## src/design/pldc_pkg.sv

```systemverilog
`timescale 1ns / 1ps

package pldc_pkg;

    // Payload and register widths fixed by the port definition
    localparam int FIELD_W    = 32;
    localparam int GAIN_W     = 32;
    localparam int LIMIT_W    = 31;
    localparam int CFG_DATA_W = 32;
    localparam int ADDR_W     = 5;
    localparam int REG_IDX_W  = 3;

    // Scaled product terms saturate to +/-2^61 before they are summed
    localparam int TERM_W = 63;
    localparam logic signed [TERM_W-1:0] TERM_LIM = {2'b01, {(TERM_W-2){1'b0}}};

    // Register indexes (byte address = 4 * index)
    localparam logic [REG_IDX_W-1:0] REG_GAIN_P         = 3'd0;
    localparam logic [REG_IDX_W-1:0] REG_GAIN_I         = 3'd1;
    localparam logic [REG_IDX_W-1:0] REG_GAIN_D         = 3'd2;
    localparam logic [REG_IDX_W-1:0] REG_OUTPUT_LIMIT   = 3'd3;
    localparam logic [REG_IDX_W-1:0] REG_INTEGRAL_LIMIT = 3'd4;
    localparam logic [REG_IDX_W-1:0] REG_DEADBAND       = 3'd5;
    localparam logic [REG_IDX_W-1:0] REG_ANGLE_WRAP     = 3'd6;

    // Reset values: 13000.0, 1000.0 and 10.0 in Q16.16
    localparam logic [LIMIT_W-1:0] OUTPUT_LIMIT_RST   = 31'd851968000;
    localparam logic [LIMIT_W-1:0] INTEGRAL_LIMIT_RST = 31'd65536000;
    localparam logic [LIMIT_W-1:0] DEADBAND_RST       = 31'd655360;

    typedef struct packed {
        logic signed [GAIN_W-1:0] gain_p;
        logic signed [GAIN_W-1:0] gain_i;
        logic signed [GAIN_W-1:0] gain_d;
        logic [LIMIT_W-1:0]       output_limit;
        logic [LIMIT_W-1:0]       integral_limit;
        logic [LIMIT_W-1:0]       deadband;
        logic                     angle_wrap_enable;
    } pldc_cfg_t;

endpackage

```

## src/design/pldc_term.sv

```systemverilog
`timescale 1ns / 1ps

module pldc_term #(
    parameter int OPER_W    = 32,
    parameter int FRAC_BITS = 16
) (
    input  logic signed [pldc_pkg::GAIN_W-1:0] gain,
    input  logic signed [OPER_W-1:0]           oper,
    output logic signed [pldc_pkg::TERM_W-1:0] term
);
    import pldc_pkg::*;

    localparam int PROD_W = GAIN_W + OPER_W;
    localparam int CMP_W  = (PROD_W > TERM_W + 1) ? PROD_W : TERM_W + 1;
    localparam logic signed [CMP_W-1:0] LIM_POS = CMP_W'(TERM_LIM);
    localparam logic signed [CMP_W-1:0] LIM_NEG = -LIM_POS;

    logic signed [PROD_W-1:0] prod;
    logic signed [PROD_W-1:0] scaled;
    logic signed [CMP_W-1:0]  wide;

    always_comb
    begin
        prod   = PROD_W'(gain) * PROD_W'(oper);
        // arithmetic shift floors toward minus infinity
        scaled = prod >>> FRAC_BITS;
        wide   = CMP_W'(scaled);
        if (wide > LIM_POS)
            term = TERM_LIM;
        else if (wide < LIM_NEG)
            term = -TERM_LIM;
        else
            term = TERM_W'(wide);
    end

endmodule

```

## config.mk

```make
export PLATFORM = sky130hd
export DESIGN_NAME = pldc_term
export DESIGN_NICKNAME = d
export VERILOG_FILES = /design/src/design/pldc_pkg.sv /design/src/design/pldc_term.sv
export SDC_FILE = /design/constraint.sdc
export NUM_CORES = 2
export LEC_CHECK = 0
export BUFFER_PORTS_ARGS = -buffer_cell sky130_fd_sc_hd__clkbuf_2
export CORE_MARGIN = 5
export CORE_UTILIZATION = 45
export DETAILED_ROUTE_END_ITERATION = 8
export PLACE_DENSITY = 0.73
export SYNTH_ARGS = -nofsm -noshare
export SYNTH_HDL_FRONTEND = slang
export SYNTH_SLANG_ARGS = --single-unit
export TNS_END_PERCENT = 5
```

## constraint.sdc

```tcl
create_clock -name vclk -period 17.77
set_clock_uncertainty 0.2 [all_clocks]
set_input_delay 4.4425 -clock vclk [all_inputs]
set_output_delay 4.4425 -clock vclk [all_outputs]
set_load 0.005 [all_outputs]
```

==> summary.md <==
| Metric | Value |
|---|---|
| Post-CTS Resized | 0 |
| Die height | 291.5 microns |
| Synthesis-to-layout area growth | 4.657% |
| Row cnt | 103 |
| Critical Path End Type | output pin |
| Area after detailed placement | 37280 sq um |
| Max Cap Viol | 0 |
| Minimum period implied by the final worst setup slack | 17.46 ns |
| Number of hold buffers added after cts | 0 |
| CP Data Required Time | 13.13 ns |
| Crit-path max cell delay | 0.73 ns |
| Core occupancy in the finished layout | 0.4739 |
| Global-route usage over all layers | 0.2225 |
| Routed length per instance | 18.90 microns |
| Share of post-route cells with drive strength above 1 | 0.05657 |
| Via count of the first global-routing pass | 28.05k |
| Result of the run | completed |
| Total non-filler cell area in the finished layout | 37310 sq um |
| First-pass GRT wire length | 151000 microns |
| Ratio of routed vias to standard cells | 5.144 |
| Area of the die | 84950 sq um |
| Count of clock-net buffers in the final layout | 0 |
| Final HPWL from detailed placement | 81050 microns |
| Total buffers and inverters traversed by the critical path | 8 |
| Chip Width | 291.5 microns |
| Max frequency | 57.26 MHz |
| Synthesis warning total | 0 |
| Maximum net fanout on the critical path | 18 |
| Family with the most delay on the worst path | adder cells |
| Synthesized area per cell | 9.429 sq um |
| Total negative slack | 0 ns |
| CP max-delay cell | sky130_fd_sc_hd__o21ai_1 |
| Core footprint | 78740 sq um |
| Reg area | 0 sq um |
| Synthesized instance count | 3781 |
| Net count after synthesis | 5106 |
| Residual DRC | 0 |
| Number of antenna violations at the first check in global routing | 10 |
| Sum of overflow across all layers after global routing | 0 |
| Count of routing violations after the opening detailed-route iteration | 1334 |
| Pin slew with the least headroom to its limit | 0.8977 ns |
| Kind of critical path | in -> out |
| Final slew viol count | 0 |
| Post-layout nets | 5092 |
| Maximum number of pins on one net before global-route repair | 33 |
| Wire length reported by the detailed router | 91090 microns |
| Final hold violations | 0 |
| CP most frequent cell | sky130_fd_sc_hd__fa_1 |
| Distinct cell type count after synthesis | 49 |
| Count of port buffers added during placement | 127 |
| Post-CTS setup buffers | 0 |
| Initial core utilization | 0.4528 |
| Total iterations of the first detailed-routing run | 5 |
| Setup Viol. Count Final | 0 |
| Cell area after synthesis | 35650 sq um |
| Normalized max-slew margin | 0.3975 |
| Kind of start point of the critical path | primary input |
| Period Utilization, post-route | 0.9828 |
| Arrival time of data at the critical path endpoint | 12.82 ns |
| Register area share after synthesis | 0 |
| Unrepaired setup endpoints after global routing | no |
| Last weighted congestion value of the routability-driven placer | 0.8800 |
| Detailed-route via count | 24.79k |
| Path class of the lowest-slack min-delay path | in -> out |
| Number of placed I/O pins | 127 |
| Number of flip-flops and latches | 0 |
| Post-DRT Antenna Nets | 0 |
path summary, 6_finish.rpt:
| path | startpoint | end | slack, ns | cells after the start |
|---|---|---|---|---|
| worst max-delay path | oper[8] | term[45] | 0.31 | 28 |
| worst min-delay path | oper[4] | term[21] | 10.23 | 9 |
layout by cell type, fill, tap and decap left out, drive strengths merged, types with 7 or more instances in the layout:
cell and instances:
nor3 12, a21o 26, and2 515, nand4 9, nand2b 8, nor2b 7
o21ai 34, clkbuf 126, a21oi 55, xor2 19, fa 1081, ha 180
and3 8, nand2 519, inv 934, xnor2 40, nor2 53, nand3 14
buf 70
synth_stat cells (all sizes together) (2+ instances only):
cell type / instances / area (sq um)
fa: 1081 / 21640
inv: 934 / 3506
nand2: 519 / 1948
and2: 515 / 3224
clkbuf: 197 / 739.5
ha: 180 / 2252
a21oi: 55 / 275.3
nor2: 53 / 201.5
xnor2: 40 / 350.3
o21ai: 34 / 173.9
a21o: 26 / 195.2
xor2: 19 / 166.4
buf: 15 / 112.6
nand3: 14 / 70.07
nor3: 12 / 65.06
nand4: 9 / 56.30
and3: 8 / 50.05
nand2b: 8 / 50.05
nor2b: 7 / 43.79
a211oi: 6 / 45.04
o31ai: 6 / 72.57
and4: 5 / 43.79
o211ai: 5 / 37.54
o21a: 5 / 37.54
o21bai: 4 / 30.03
a221oi: 3 / 32.53
a31oi: 3 / 18.77
a2111oi: 2 / 55.05
a21boi: 2 / 18.77
o41ai: 2 / 17.52
or2: 2 / 12.51
kinds of logic (layout without fill, tap and decap cells):
family,Yosys count,in the layout,synth area share
adders and majority gates,1261,1261,0.6702
and+or+nand+nor,1154,1154,0.1621
buffers and inverters,1146,1130,0.1222
AOI/OAI and AO/OA,161,161,0.03102
xor gates and xnor gates,59,59,0.01449
other,0,5,0
layer usage:
metal  global-route usage  vias to the layer above  routed length, microns
met1               0.2753                    12980                   33080
li1                     -                    10660                       -
met2               0.3888                      891                   46690
met5                    0                        -                      34
met4               0.1137                        4                    6159
met3              0.02304                      262                    5120
metrics by stage:
stage	instances	hold slack (ns)	setup slack [ns]
after floorplan	3781	9.367	0.9345
after global placement	4815	10.25	0.2544
after detailed placement	4815	10.29	0.1982
after CTS	4815	10.29	0.1712
after global routing	4816	10.42	0.03735
final	4820	10.23	0.3060
layout make-up:
cell class         count  area (sq um)
diodes                 5         12.51
fillers             7299         41430
inverters            934          3506
multi-input cells   2635         31310
well taps           1050          1314
repair buffers       196          1169
Power is left out: the tool's default activity adds up to more than one toggle a clock period on the data nets, which glitch-free logic cannot reach.
