$ cat src/design/pldc_pkg.sv
`timescale 1ns / 1ps

package pldc_pkg;

    // Payload and register widths fixed by the port definition
    localparam int FIELD_W    = 32;
    localparam int GAIN_W     = 32;
    localparam int LIMIT_W    = 31;
    localparam int CFG_DATA_W = 32;
    localparam int ADDR_W     = 5;
    localparam int REG_IDX_W  = 3;

    // Scaled product terms saturate to +/-2^61 before they are summed
    localparam int TERM_W = 63;
    localparam logic signed [TERM_W-1:0] TERM_LIM = {2'b01, {(TERM_W-2){1'b0}}};

    // Register indexes (byte address = 4 * index)
    localparam logic [REG_IDX_W-1:0] REG_GAIN_P         = 3'd0;
    localparam logic [REG_IDX_W-1:0] REG_GAIN_I         = 3'd1;
    localparam logic [REG_IDX_W-1:0] REG_GAIN_D         = 3'd2;
    localparam logic [REG_IDX_W-1:0] REG_OUTPUT_LIMIT   = 3'd3;
    localparam logic [REG_IDX_W-1:0] REG_INTEGRAL_LIMIT = 3'd4;
    localparam logic [REG_IDX_W-1:0] REG_DEADBAND       = 3'd5;
    localparam logic [REG_IDX_W-1:0] REG_ANGLE_WRAP     = 3'd6;

    // Reset values: 13000.0, 1000.0 and 10.0 in Q16.16
    localparam logic [LIMIT_W-1:0] OUTPUT_LIMIT_RST   = 31'd851968000;
    localparam logic [LIMIT_W-1:0] INTEGRAL_LIMIT_RST = 31'd65536000;
    localparam logic [LIMIT_W-1:0] DEADBAND_RST       = 31'd655360;

    typedef struct packed {
        logic signed [GAIN_W-1:0] gain_p;
        logic signed [GAIN_W-1:0] gain_i;
        logic signed [GAIN_W-1:0] gain_d;
        logic [LIMIT_W-1:0]       output_limit;
        logic [LIMIT_W-1:0]       integral_limit;
        logic [LIMIT_W-1:0]       deadband;
        logic                     angle_wrap_enable;
    } pldc_cfg_t;

endpackage

$ cat src/design/pldc_error.sv
`timescale 1ns / 1ps

module pldc_error #(
    parameter int DATA_WIDTH = 32,
    parameter int FRAC_BITS  = 16
) (
    input  logic signed [pldc_pkg::FIELD_W-1:0] measure,
    input  logic signed [pldc_pkg::FIELD_W-1:0] target,
    input  logic                                wrap_en,
    input  logic [pldc_pkg::LIMIT_W-1:0]        deadband,
    output logic signed [DATA_WIDTH-1:0]        err,
    output logic                                in_band
);
    import pldc_pkg::*;

    // Wide enough for the raw difference, a full turn and the data range
    localparam int W_A   = (DATA_WIDTH + 1 > FIELD_W + 2) ? DATA_WIDTH + 1 : FIELD_W + 2;
    localparam int ERR_W = (FRAC_BITS + 11 > W_A) ? FRAC_BITS + 11 : W_A;
    localparam int HALF_TURN_DEG = 180;

    localparam logic signed [ERR_W-1:0] HALF_TURN = ERR_W'(HALF_TURN_DEG) <<< FRAC_BITS;
    localparam logic signed [ERR_W-1:0] FULL_TURN = HALF_TURN <<< 1;
    localparam logic signed [ERR_W-1:0] D_MAX =
        ERR_W'($signed({1'b0, {(DATA_WIDTH-1){1'b1}}}));
    localparam logic signed [ERR_W-1:0] D_MIN = -D_MAX - ERR_W'(1);

    logic signed [ERR_W-1:0] diff;
    logic signed [ERR_W-1:0] fold_hi;
    logic signed [ERR_W-1:0] fold_lo;
    logic signed [ERR_W-1:0] sat;
    logic signed [ERR_W-1:0] mag;
    logic signed [ERR_W-1:0] band;

    always_comb
    begin
        diff = ERR_W'(target) - ERR_W'(measure);

        // Fold the high side first, then the low side, once each
        fold_hi = (wrap_en && (diff >= HALF_TURN)) ? diff - FULL_TURN : diff;
        fold_lo = (wrap_en && (fold_hi <= -HALF_TURN)) ? fold_hi + FULL_TURN : fold_hi;

        if (fold_lo > D_MAX)
            sat = D_MAX;
        else if (fold_lo < D_MIN)
            sat = D_MIN;
        else
            sat = fold_lo;

        mag     = (sat < 0) ? -sat : sat;
        band    = ERR_W'($signed({1'b0, deadband}));
        in_band = !(mag > band);
        err     = DATA_WIDTH'(sat);
    end

endmodule

$ cat config.mk
export PLATFORM = sky130hd
export DESIGN_NAME = pldc_error
export DESIGN_NICKNAME = d
export VERILOG_FILES = /design/src/design/pldc_pkg.sv /design/src/design/pldc_error.sv
export SDC_FILE = /design/constraint.sdc
export NUM_CORES = 1
export LEC_CHECK = 0
export BUFFER_PORTS_ARGS = -buffer_cell sky130_fd_sc_hd__buf_2
export CAP_MARGIN = 10
export CORE_MARGIN = 3
export CORE_UTILIZATION = 58
export DETAILED_ROUTE_END_ITERATION = 10
export PLACE_DENSITY = 0.85
export SYNTH_ARGS = -nofsm -noshare
export SYNTH_HDL_FRONTEND = slang
export SYNTH_SLANG_ARGS = --single-unit
$ cat constraint.sdc
create_clock -name vclk -period 16.1
set_clock_uncertainty 0.15 [all_clocks]
set_input_delay 0.805 -clock vclk [all_inputs]
set_output_delay 0.805 -clock vclk [all_outputs]
set_load 0.02 [all_outputs]
==> run metrics <==
Die Wd 106 um; DRT antenna net count 0; Slew Viols, Final 0; post-synth cell types 95; slowest CP cell o311ai_1; routability congestion estimate 0.977; run status completed; number of vias per cell 6.17; Sequential Power Share 0; pwr dens 90.0 nW/um2; ant diodes 0; met2 Usage GRT 0.471; crit-path max FO 35; layout cell share with drive strength beyond 1 0.160; Clock Buffer Count 0; die area 11200 um2; hold-fix buffers at CTS 0; syn avg cell area 6.41 um2; Placement Rows 35; Die Y ~110 um; Mapped Area around 5800 um2; Design Area, Final 6390 um2; crit path time final 13000 ps; vias a little under 7000; CP arrival 12040 ps; Storage cell area 0 um2; Residual DRC 0; first-pass GRT wire length 27.3 mm; Cells after Synth 900; met1 usage 0.378; slew margin rel. 0.342; Synth warnings 0; IO Pins 129; hpwl dp 13.7 mm; GRT overflow 0; met3 Usage GRT 0.0141; Comb pwr share 1.000; largest net degree at the start of global routing between 40 and 50; HP Start measure[0]; leading cell type in the layout, fill and taps excluded buf_2; top post-synthesis cells by area ha_1 (15%), nand2_1 (6.7%), a21oi_1 (5.5%); fin crit share 0.807; GRT busiest layer met2; Seq cells 0; Clk pwr share 0; Hold Vio Cnt, Final 0; Slew @ Worst Pin 972 ps; most frequent cells in the layout buf_2 (129), nand2_1 (103), inv_1 (83); Achievable Freq 76.9 MHz; utilization after layout 0.676; Hold WC Path Type in -> out; Worst path max stage delay 820 ps; number of global-route vias before repair 6151; 1st-pass router iterations 5; Switch Pwr about 360 uW; P_leak 0.00307 uW; core box area 9460 um2; Critical Path RT 15150 ps; nets between 1000 and 1500; sequential area share after synthesis 0; CP Capture Type output pin; max-cap violations 0; Mapped Nets 1066; Initial Utilization 0.610; Global Route Usage Sum 0.275; number of DRC markers in iteration 0 between 400 and 500; initial antenna violation count 0; area leader, netlist ha_1; Pint 218 uW; switch share 0.621; # resized after CTS 0; crit-path most repeated cell ha_1; number of buffers inserted by port buffering ~130; DP Area 6390 um2; Setup Viol. Count Final 0; Fin Setup TNS 0 ps; routed len/inst 14.7 um; synthesis-to-finish area growth 10.9%; Post-Route WL 16.4 mm; Worst setup SP type input pin; CP Class in -> out; RSZ-0062 raised after global routing false; Max VDD drop 0.0000462 V; setup bufs post-CTS 0; Worst Setup SP measure[10]; Yosys top cell area share 0.150
## through the flow
step / total power [uW] / worst slack, ps / hold WS, ps / instances
2_1_floorplan: 436 / 4510 / 1840 / 900
3_3_place_gp: 557 / 3590 / 2080 / 1114
3_5_place_dp: 564 / 3400 / 2080 / 1114
4_1_cts: 567 / 3380 / 2090 / 1114
5_1_grt: 637 / 1890 / 2130 / 1114
6_report: 576 / 3100 / 2080 / 1114
## layout make-up
cell class	count	area (um2)
fillers	891	3070
inverters	85	319
multi-input cells	769	5250
well taps	129	161
repair buffers	131	661
## cells in the mapped netlist, types with 17 or more instances
master	n
o21ai_0	57
nand4_1	25
and3_1	17
a21oi_1	63
o21a_1	17
ha_1	69
nand2_1	103
a21o_1	24
nor2_1	76
nand2b_1	17
xnor2_1	36
xor2_1	24
nor3_1	22
clkbuf_1	30
inv_1	83
## kinds of logic (layout without fill, tap and decap cells)
group                      count (synthesis)  in the layout  share of synthesized area
and+or+nand+nor                          345            345                      0.305
AOI/OAI and AO/OA                        283            283                      0.334
buffers and inverters                    131            216                     0.0909
adders and majority gates                 70             70                      0.153
xor gates and xnor gates                  61             61                     0.0940
muxes                                     10             10                     0.0221
## path summary, 6_finish.rpt
path | endpoint | slack [ps] | cells after the start
min | err[0] | 2080 | 5
max | in_band | 3100 | 52
## power groups by stage
| stage | clock [uW] | sequential [uW] | combinational (uW) |
|---|---|---|---|
| 6_report | 0 | 0 | 576 |
| 5_1_grt | 0 | 0 | 637 |
| 3_5_place_dp | 0 | 0 | 564 |
| 2_1_floorplan | 0 | 0 | 436 |
| 3_3_place_gp | 0 | 0 | 557 |
| 4_1_cts | 0 | 0 | 567 |
## critical path, delay by kind of cell
family,cells,cell delay [ps]
compound gates,18,4620
simple gates,17,2980
fa+ha+maj,6,1710
buf+inv,7,1010
mux,3,700
xor+xnor,1,190
## metal layers
metal | up-vias | routed length [um]
met5 | - | 0
met3 | 46 | 1170
met4 | 0 | 404
met1 | 3029 | 7450
met2 | 346 | 7360
li1 | 3451 | -
Power figures use the tool's default switching activity.
