--- src/design/pldc_pkg.sv ---
`timescale 1ns / 1ps

package pldc_pkg;

    // Payload and register widths fixed by the port definition
    localparam int FIELD_W    = 32;
    localparam int GAIN_W     = 32;
    localparam int LIMIT_W    = 31;
    localparam int CFG_DATA_W = 32;
    localparam int ADDR_W     = 5;
    localparam int REG_IDX_W  = 3;

    // Scaled product terms saturate to +/-2^61 before they are summed
    localparam int TERM_W = 63;
    localparam logic signed [TERM_W-1:0] TERM_LIM = {2'b01, {(TERM_W-2){1'b0}}};

    // Register indexes (byte address = 4 * index)
    localparam logic [REG_IDX_W-1:0] REG_GAIN_P         = 3'd0;
    localparam logic [REG_IDX_W-1:0] REG_GAIN_I         = 3'd1;
    localparam logic [REG_IDX_W-1:0] REG_GAIN_D         = 3'd2;
    localparam logic [REG_IDX_W-1:0] REG_OUTPUT_LIMIT   = 3'd3;
    localparam logic [REG_IDX_W-1:0] REG_INTEGRAL_LIMIT = 3'd4;
    localparam logic [REG_IDX_W-1:0] REG_DEADBAND       = 3'd5;
    localparam logic [REG_IDX_W-1:0] REG_ANGLE_WRAP     = 3'd6;

    // Reset values: 13000.0, 1000.0 and 10.0 in Q16.16
    localparam logic [LIMIT_W-1:0] OUTPUT_LIMIT_RST   = 31'd851968000;
    localparam logic [LIMIT_W-1:0] INTEGRAL_LIMIT_RST = 31'd65536000;
    localparam logic [LIMIT_W-1:0] DEADBAND_RST       = 31'd655360;

    typedef struct packed {
        logic signed [GAIN_W-1:0] gain_p;
        logic signed [GAIN_W-1:0] gain_i;
        logic signed [GAIN_W-1:0] gain_d;
        logic [LIMIT_W-1:0]       output_limit;
        logic [LIMIT_W-1:0]       integral_limit;
        logic [LIMIT_W-1:0]       deadband;
        logic                     angle_wrap_enable;
    } pldc_cfg_t;

endpackage

--- src/design/pldc_regs.sv ---
`timescale 1ns / 1ps

module pldc_regs (
    input  logic                              clk,
    input  logic                              rst_n,
    input  logic                              psel,
    input  logic                              penable,
    input  logic                              pwrite,
    input  logic [pldc_pkg::ADDR_W-1:0]       paddr,
    input  logic [pldc_pkg::CFG_DATA_W-1:0]   pwdata,
    output logic [pldc_pkg::CFG_DATA_W-1:0]   prdata,
    output logic                              pready,
    output pldc_pkg::pldc_cfg_t               cfg
);
    import pldc_pkg::*;

    pldc_cfg_t             cfg_reg;
    pldc_cfg_t             cfg_next;
    logic                  wr_en;
    logic [REG_IDX_W-1:0]  reg_idx;

    assign pready  = 1'b1;
    assign wr_en   = psel && penable && pwrite && pready;
    assign reg_idx = paddr[ADDR_W-1:2];
    assign cfg     = cfg_reg;

    always_comb
    begin
        cfg_next = cfg_reg;
        if (wr_en)
        begin
            case (reg_idx)
                REG_GAIN_P:         cfg_next.gain_p            = $signed(pwdata);
                REG_GAIN_I:         cfg_next.gain_i            = $signed(pwdata);
                REG_GAIN_D:         cfg_next.gain_d            = $signed(pwdata);
                REG_OUTPUT_LIMIT:   cfg_next.output_limit      = pwdata[LIMIT_W-1:0];
                REG_INTEGRAL_LIMIT: cfg_next.integral_limit    = pwdata[LIMIT_W-1:0];
                REG_DEADBAND:       cfg_next.deadband          = pwdata[LIMIT_W-1:0];
                REG_ANGLE_WRAP:     cfg_next.angle_wrap_enable = pwdata[0];
                default:            cfg_next = cfg_reg;
            endcase
        end
    end

    always_comb
    begin
        case (reg_idx)
            REG_GAIN_P:         prdata = cfg_reg.gain_p;
            REG_GAIN_I:         prdata = cfg_reg.gain_i;
            REG_GAIN_D:         prdata = cfg_reg.gain_d;
            REG_OUTPUT_LIMIT:   prdata = {{(CFG_DATA_W-LIMIT_W){1'b0}}, cfg_reg.output_limit};
            REG_INTEGRAL_LIMIT: prdata = {{(CFG_DATA_W-LIMIT_W){1'b0}}, cfg_reg.integral_limit};
            REG_DEADBAND:       prdata = {{(CFG_DATA_W-LIMIT_W){1'b0}}, cfg_reg.deadband};
            REG_ANGLE_WRAP:     prdata = {{(CFG_DATA_W-1){1'b0}}, cfg_reg.angle_wrap_enable};
            default:            prdata = '0;
        endcase
    end

    always_ff @(posedge clk or negedge rst_n)
    begin
        if (!rst_n)
        begin
            cfg_reg.gain_p            <= '0;
            cfg_reg.gain_i            <= '0;
            cfg_reg.gain_d            <= '0;
            cfg_reg.output_limit      <= OUTPUT_LIMIT_RST;
            cfg_reg.integral_limit    <= INTEGRAL_LIMIT_RST;
            cfg_reg.deadband          <= DEADBAND_RST;
            cfg_reg.angle_wrap_enable <= 1'b0;
        end
        else
        begin
            cfg_reg <= cfg_next;
        end
    end

endmodule

--- config.mk ---
export PLATFORM = sky130hd
export DESIGN_NAME = pldc_regs
export DESIGN_NICKNAME = d
export VERILOG_FILES = /design/src/design/pldc_pkg.sv /design/src/design/pldc_regs.sv
export SDC_FILE = /design/constraint.sdc
export NUM_CORES = 1
export LEC_CHECK = 0
export ABC_AREA = 1
export BUFFER_PORTS_ARGS = -buffer_cell sky130_fd_sc_hd__buf_2
export CORE_UTILIZATION = 53
export DETAILED_ROUTE_END_ITERATION = 8
export PLACE_DENSITY = 0.8
export SYNTH_ARGS = -nofsm -noshare
export SYNTH_HDL_FRONTEND = slang
export SYNTH_SLANG_ARGS = --single-unit
export TNS_END_PERCENT = 30
--- constraint.sdc ---
create_clock -name clk -period 1.3 [get_ports clk]
set_input_delay 0.13 -clock clk [delete_from_list [all_inputs] [get_ports clk]]
set_output_delay 0.13 -clock clk [all_outputs]
set_load 0.005 [all_outputs]
==> impl_metrics.env, run 1 <==
export IMPL_postSynthAreaPerCell_um2=7.768
export IMPL_cts_max_path_buffers=2
export IMPL_synthMuxAreaShare=0
export IMPL_synth_adder_area_share=0
export IMPL_ys_ff_latch=190
export IMPL_pin_count=265
export IMPL_tns_ns=-4.776
export IMPL_maxSlewViolCount=0
export IMPL_post_route_period_util=1.177
export IMPL_worst_ir_drop_vdd_uv=939.6
export IMPL_clock_latency_ns=0.44
export IMPL_syn_inst=1220
export IMPL_rsz0062_at_grt="yes"
export IMPL_synth_compound_area_share=0.1191
export IMPL_skew_ns=0
export IMPL_core_um2=17360
export IMPL_hold_viol=0
export IMPL_layout_drive_gt1_share=0.2834
export IMPL_synth_simple_area_share=0.2980
export IMPL_ant_nets=0
export IMPL_stdcell_area_um2=12710
export IMPL_grt_util_all_layers=0.3659
export IMPL_grt_pass1_vias=9765
export IMPL_drt_total_wl_um=33510
export IMPL_final_common_cell="nand2_1"
export IMPL_yosysWarnings=0
export IMPL_place_area_um2=11440
export IMPL_firstDrtPassIters=6
export IMPL_vias=10431
export IMPL_clock_fmax_ghz=0.6534
export IMPL_clock_sinks=190
export IMPL_htree_num_levels=4
export IMPL_synth_seq_area_share=0.5036
export IMPL_dp_hpwl_um=21450
export IMPL_crit_path_end_kind="primary output"
export IMPL_dieWidth_um=135.7
export IMPL_pwr_density_cell_nw_per_um2=1400
export IMPL_nets=1571
export IMPL_crit_path_max_fanout=2
export IMPL_hp_class="in -> async"
export IMPL_yosysUniqueCellTypes=23
export IMPL_synth_top_family_by_area="simple AND/OR/NAND/NOR gates"
export IMPL_die_h_um=135.7
export IMPL_drc_errors=0
export IMPL_critical_path_required_ns=1.17
export IMPL_crit_chain="nand3_1, nand2_1, nor2_1, nand2_1, buf_2"
export IMPL_synth_xor_area_frac=0
export IMPL_outcome="finished, violations left"
export IMPL_setup_viol_count_final=40
export IMPL_start_util=0.5460
export IMPL_wl_per_cell_um=18.96
export IMPL_overflow=0
export IMPL_power_total_mw=17.80
export IMPL_cts_root_buf="clkbuf_16"
export IMPL_fin_hold_ws_ns=0.1824
export IMPL_rows=48
export IMPL_area_growth_pct=34.13
export IMPL_antenna_found_initial=1
export IMPL_cp_slowest_cell="dfstp_2"
export IMPL_cts_tree="built"
export IMPL_drt_iter0_markers=1189
export IMPL_slowest_delay_ns=0.56
export IMPL_path_common_cell="nand2_1"
export IMPL_seqCellArea_um2=4772
export IMPL_synth_area_um2=9477
export IMPL_leakage_nw=6.877
export IMPL_cp_num_buf_inv=1
export IMPL_grt_max_degree=58
export IMPL_period_minus_slack_ns=1.531
export IMPL_largest_reg_flops=190
export IMPL_worst_slack_ns=-0.2305
export IMPL_globalplace_congestion=0.8824
export IMPL_critPathArrivalTime_ns=1.40
export IMPL_final_cell_mix="nand2_1 (440), buf_2 (249), o21ai_0 (190)"
export IMPL_critPathTopFamily="flip-flops"
export IMPL_viasPerCell=5.900
export IMPL_portBuffers=261
export IMPL_multiInputGateArea_um2=4031
export IMPL_violations="setup timing"
export IMPL_max_cap_viol_count=0
export IMPL_clk_pin_slew_ns=0.07
export IMPL_dieArea_um2=18420
export IMPL_numCtsBuffers=17
export IMPL_grt_pass1_wl_um=51720
export IMPL_criticalPathCategory="reg -> out"
export IMPL_synth_nets=1262
export IMPL_cp_start_kind="flop"
export IMPL_fill_cells=1278
==> metrics by stage <==
step                  util  instances  setup slack [ns]
global route        0.7323       1768           -0.2717
detailed placement  0.6593       1673           -0.1370
global placement    0.6593       1673          -0.07794
CTS                 0.7234       1752           -0.2007
floorplan                -       1220            0.2422
finish              0.7323       1768           -0.2305
==> power by group <==
part | total [mW] | leakage, nW | switching, mW | internal [mW]
logic | 4.35 | 4.20 | 2.35 | 2.00
registers | 8.05 | 2.37 | 0.925 | 7.12
clock network | 5.40 | 0.298 | 2.30 | 3.10
==> logic make-up (layout without fill, tap and decap cells) <==
kind of cell / after synthesis / after routing
flops: 190 / 190
simple gates: 650 / 650
other cells: 1 / 2
compound gates: 220 / 220
buf+inv: 159 / 481
==> synth_stat cells <==
cell type | n | share of area
nand4_1 | 95 | 0.063
nand2_2 | 2 | 0.0013
o21a_1 | 10 | 0.0079
nor2_4 | 3 | 0.0036
nand3_1 | 66 | 0.035
clkbuf_1 | 47 | 0.019
nor2_1 | 37 | 0.015
buf_6 | 7 | 0.0083
nor2_8 | 1 | 0.0021
o21ai_0 | 191 | 0.10
nand3_2 | 2 | 0.0021
nand2_1 | 441 | 0.17
conb_1 | 1 | 0.00040
buf_1 | 5 | 0.0020
dfrtp_1 | 176 | 0.46
nor2_2 | 3 | 0.0020
o211ai_1 | 1 | 0.00079
buf_4 | 17 | 0.013
buf_2 | 28 | 0.015
o21ai_1 | 18 | 0.0095
dfstp_2 | 14 | 0.039
inv_2 | 3 | 0.0012
inv_1 | 52 | 0.021
==> path summary, 6_finish.rpt <==
| check | from | end | slack, ns | cells past startpoint |
|---|---|---|---|---|
| max | cfg[55] | prdata[23] | -0.23 | 5 |
| min | rst_n | cfg[118] | 0.18 | 2 |
| max reg2reg | cfg[57] | cfg[57] | 0.34 | 4 |
| min reg2reg | cfg[53] | cfg[53] | 0.49 | 2 |
| max in group asynchronous | rst_n | cfg[166] | 0.52 | 3 |
| min in group clk | penable | cfg[163] | 0.28 | 4 |
==> worst reg2reg max path: stages (launching register included) <==
cell	delay, ns
dfstp_2	0.54
buf_4	0.11
buf_6	0.09
o21ai_0	0.09
nand2_1	0.08
==> metal layers <==
layer	wire, um	share of wire	GRT usage	vias up
met5	0	0	0	-
met4	1392	0.042	0.1610	0
met3	3748	0.11	0.07258	134
met2	15620	0.47	0.5706	780
met1	12750	0.38	0.4946	4869
li1	-	-	-	4648
==> area by class of cell <==
class	count	share of cell area
well taps	225	0.02215
inverters	55	0.01634
multi-input cells	871	0.3172
diodes	1	0.0001969
repair buffers	394	0.2217
clock buffers	19	0.03563
flip-flops and latches	190	0.3754
clock inverters	13	0.01142
==> timing repair <==
item | in CTS | in global routing
endpoints found under the setup margin | 32 | 43
pin swaps | 50 | 36
resized for setup | 18 | 12
cloned | 0 | 0
hold buffers | 33 | 0
buffers inserted | 14 | 15
hold endpoints to repair | 309 | 0
Note: power is estimated with default switching activity, not from simulation.
==> run 2: changes to the inputs <==
- ABC_CLOCK_PERIOD_IN_PS: default -> 1300
- BUFFER_PORTS_ARGS: -buffer_cell sky130_fd_sc_hd__buf_2 -> default
- CORE_UTILIZATION: 53 -> 55
- DONT_BUFFER_PORTS: default -> 1
- PLACE_DENSITY: 0.8 -> 0.69
==> run 2 against run 1 <==
Effect of this change:
- the flow finishes with violations (hold timing, setup timing)
- setup slack improved by 0.059 ns
- fmax is 4.0% higher
- flip-flop and latch count unchanged
- worst hold slack worse by 0.80 ns
- first-iteration DRC count fell by 26%
- wire length decreased by 7.1%
- critical path type unchanged
- largest cell class unchanged
==> impl_metrics.env, run 2 (synthesis results as in run 1) <==
export IMPL_firstDrtPassIters=5
export IMPL_r2r_end="cfg[131]"
export IMPL_wl_per_cell_um=21.56
export IMPL_post_route_period_util=1.132
export IMPL_insertedDiodeCount=0
export IMPL_portBuffers=0
export IMPL_clock_sinks=190
export IMPL_cts_max_path_buffers=2
export IMPL_period_minus_slack_ns=1.471
export IMPL_rows=47
export IMPL_leakage_nw=5.288
export IMPL_antenna_found_initial=0
export IMPL_violations="hold timing, setup timing"
export IMPL_critPathArrivalTime_ns=1.34
export IMPL_largest_reg_flops=190
export IMPL_final_core_util=0.6390
export IMPL_pre_cts_slack_ns=0.1160
export IMPL_hp_class="in -> async"
export IMPL_cts_hold_buffers_added=34
export IMPL_seqCellArea_um2=4773
export IMPL_hold_viol=190
export IMPL_reg2reg_depth=2
export IMPL_cts_tree="built"
export IMPL_grt_pass1_wl_um=48930
export IMPL_clk_pin_slew_ns=0.07
export IMPL_max_cap_viol_count=0
export IMPL_die_h_um=133.3
export IMPL_dp_hpwl_um=18650
export IMPL_final_common_cell="nand2_1"
export IMPL_nets=1253
export IMPL_skew_ns=0
export IMPL_clock_latency_ns=0.43
export IMPL_viasPerCell=6.088
export IMPL_area_growth_pct=12.62
export IMPL_dieArea_um2=17760
export IMPL_worst_ir_drop_vdd_uv=984.3
export IMPL_crit_path_max_fanout=3
export IMPL_outcome="finished, violations left"
export IMPL_layout_drive_gt1_share=0.09722
export IMPL_r2r_setup_slack_ns=0.50
export IMPL_ant_nets=0
export IMPL_fin_hold_ws_ns=-0.6171
export IMPL_multiInputGateArea_um2=4036
export IMPL_fill_cells=1481
export IMPL_drt_total_wl_um=31130
export IMPL_critical_path_required_ns=1.17
export IMPL_drt_iter0_markers=884
export IMPL_clock_fmax_ghz=0.6797
export IMPL_numCtsBuffers=17
export IMPL_worstReg2RegStart="cfg[131]"
export IMPL_crit_path_end_kind="primary output"
export IMPL_criticalPathCategory="reg -> out"
export IMPL_cts_root_buf="clkbuf_16"
export IMPL_cp_start_kind="flop"
export IMPL_overflow=0
export IMPL_globalplace_congestion=0.8508
export IMPL_instances_no_fill=1444
export IMPL_start_util=0.5674
export IMPL_grt_max_degree=191
export IMPL_rsz0062_at_grt="yes"
export IMPL_grt_util_all_layers=0.3597
export IMPL_htree_num_levels=4
export IMPL_worst_slack_ns=-0.1712
export IMPL_place_inst=1378
export IMPL_dieWidth_um=133.3
export IMPL_setup_viol_count_final=31
export IMPL_maxSlewViolCount=0
export IMPL_grt_pass1_vias=8438
export IMPL_pwr_density_cell_nw_per_um2=1457
export IMPL_final_cell_mix="nand2_1 (437), o21ai_0 (189), dfrtp_1 (175)"
export IMPL_core_um2=16700
export IMPL_vias=8791
export IMPL_drc_errors=0
export IMPL_postCtsSetupBuffers=0
export IMPL_pin_count=265
-- run 2: cell count changes in the layout (fill, tap and decap cells not counted), moves of 3 or more --
cell,previous run,this run
buf_2,249,0
clkinv_2,9,4
nand2_1,440,437
buf_12,27,12
buf_6,15,0
buf_4,68,30
nand2_2,3,6
-- run 2: stage by stage --
step | area, um^2 | total power [mW] | TNS [ns]
after floorplan | 9477 | 9.533 | 0
after global placement | 9714 | 10.18 | 0
after detailed placement | 9714 | 10.31 | 0
after CTS | 10650 | 15.58 | -2.338
after global routing | 10670 | 16.28 | -4.007
final | 10670 | 15.55 | -1.987
-- run 2: area by class of cell --
type / count / share of cell area
inverters: 55 / 0.01946
multi-input cells: 871 / 0.3782
repair buffers: 76 / 0.07550
clock inverters: 9 / 0.008089
flip-flops and latches: 190 / 0.4472
well taps: 220 / 0.02579
clock buffers: 23 / 0.04572
-- run 2: worst max-delay path by stage --
stage                  start          to
detailed placement    pwrite    cfg[135]
global placement      pwrite    cfg[100]
floorplan           paddr[3]   prdata[3]
global route         cfg[82]  prdata[19]
finish               cfg[82]  prdata[19]
CTS                  cfg[82]  prdata[19]
-- run 2: critical path, cell delays in order, from the launching register on --
cell and delay (ns):
dfstp_2 0.58, nand4_1 0.10, nand2_1 0.10, nor2_2 0.04, nand2_2 0.07
-- run 2: per-layer routing --
metal	vias to the layer above	wire, um	global-route usage
met2	502	14410	0.5440
met1	4206	12370	0.4811
met5	-	0	0
met4	0	978	0.1591
li1	4015	-	-
met3	68	3371	0.1046
-- run 2: where the power goes --
| group | internal (mW) | total (mW) | switching (mW) |
|---|---|---|---|
| registers | 7.13 | 8.40 | 1.27 |
| logic | 0.744 | 2.02 | 1.27 |
| clock network | 2.85 | 5.13 | 2.29 |
-- run 2: timing repair --
action                     in CTS  in global routing
resized for setup               7                 11
setup endpoints to repair      31                 31
hold endpoints to repair      380                190
pin swaps                      55                 15
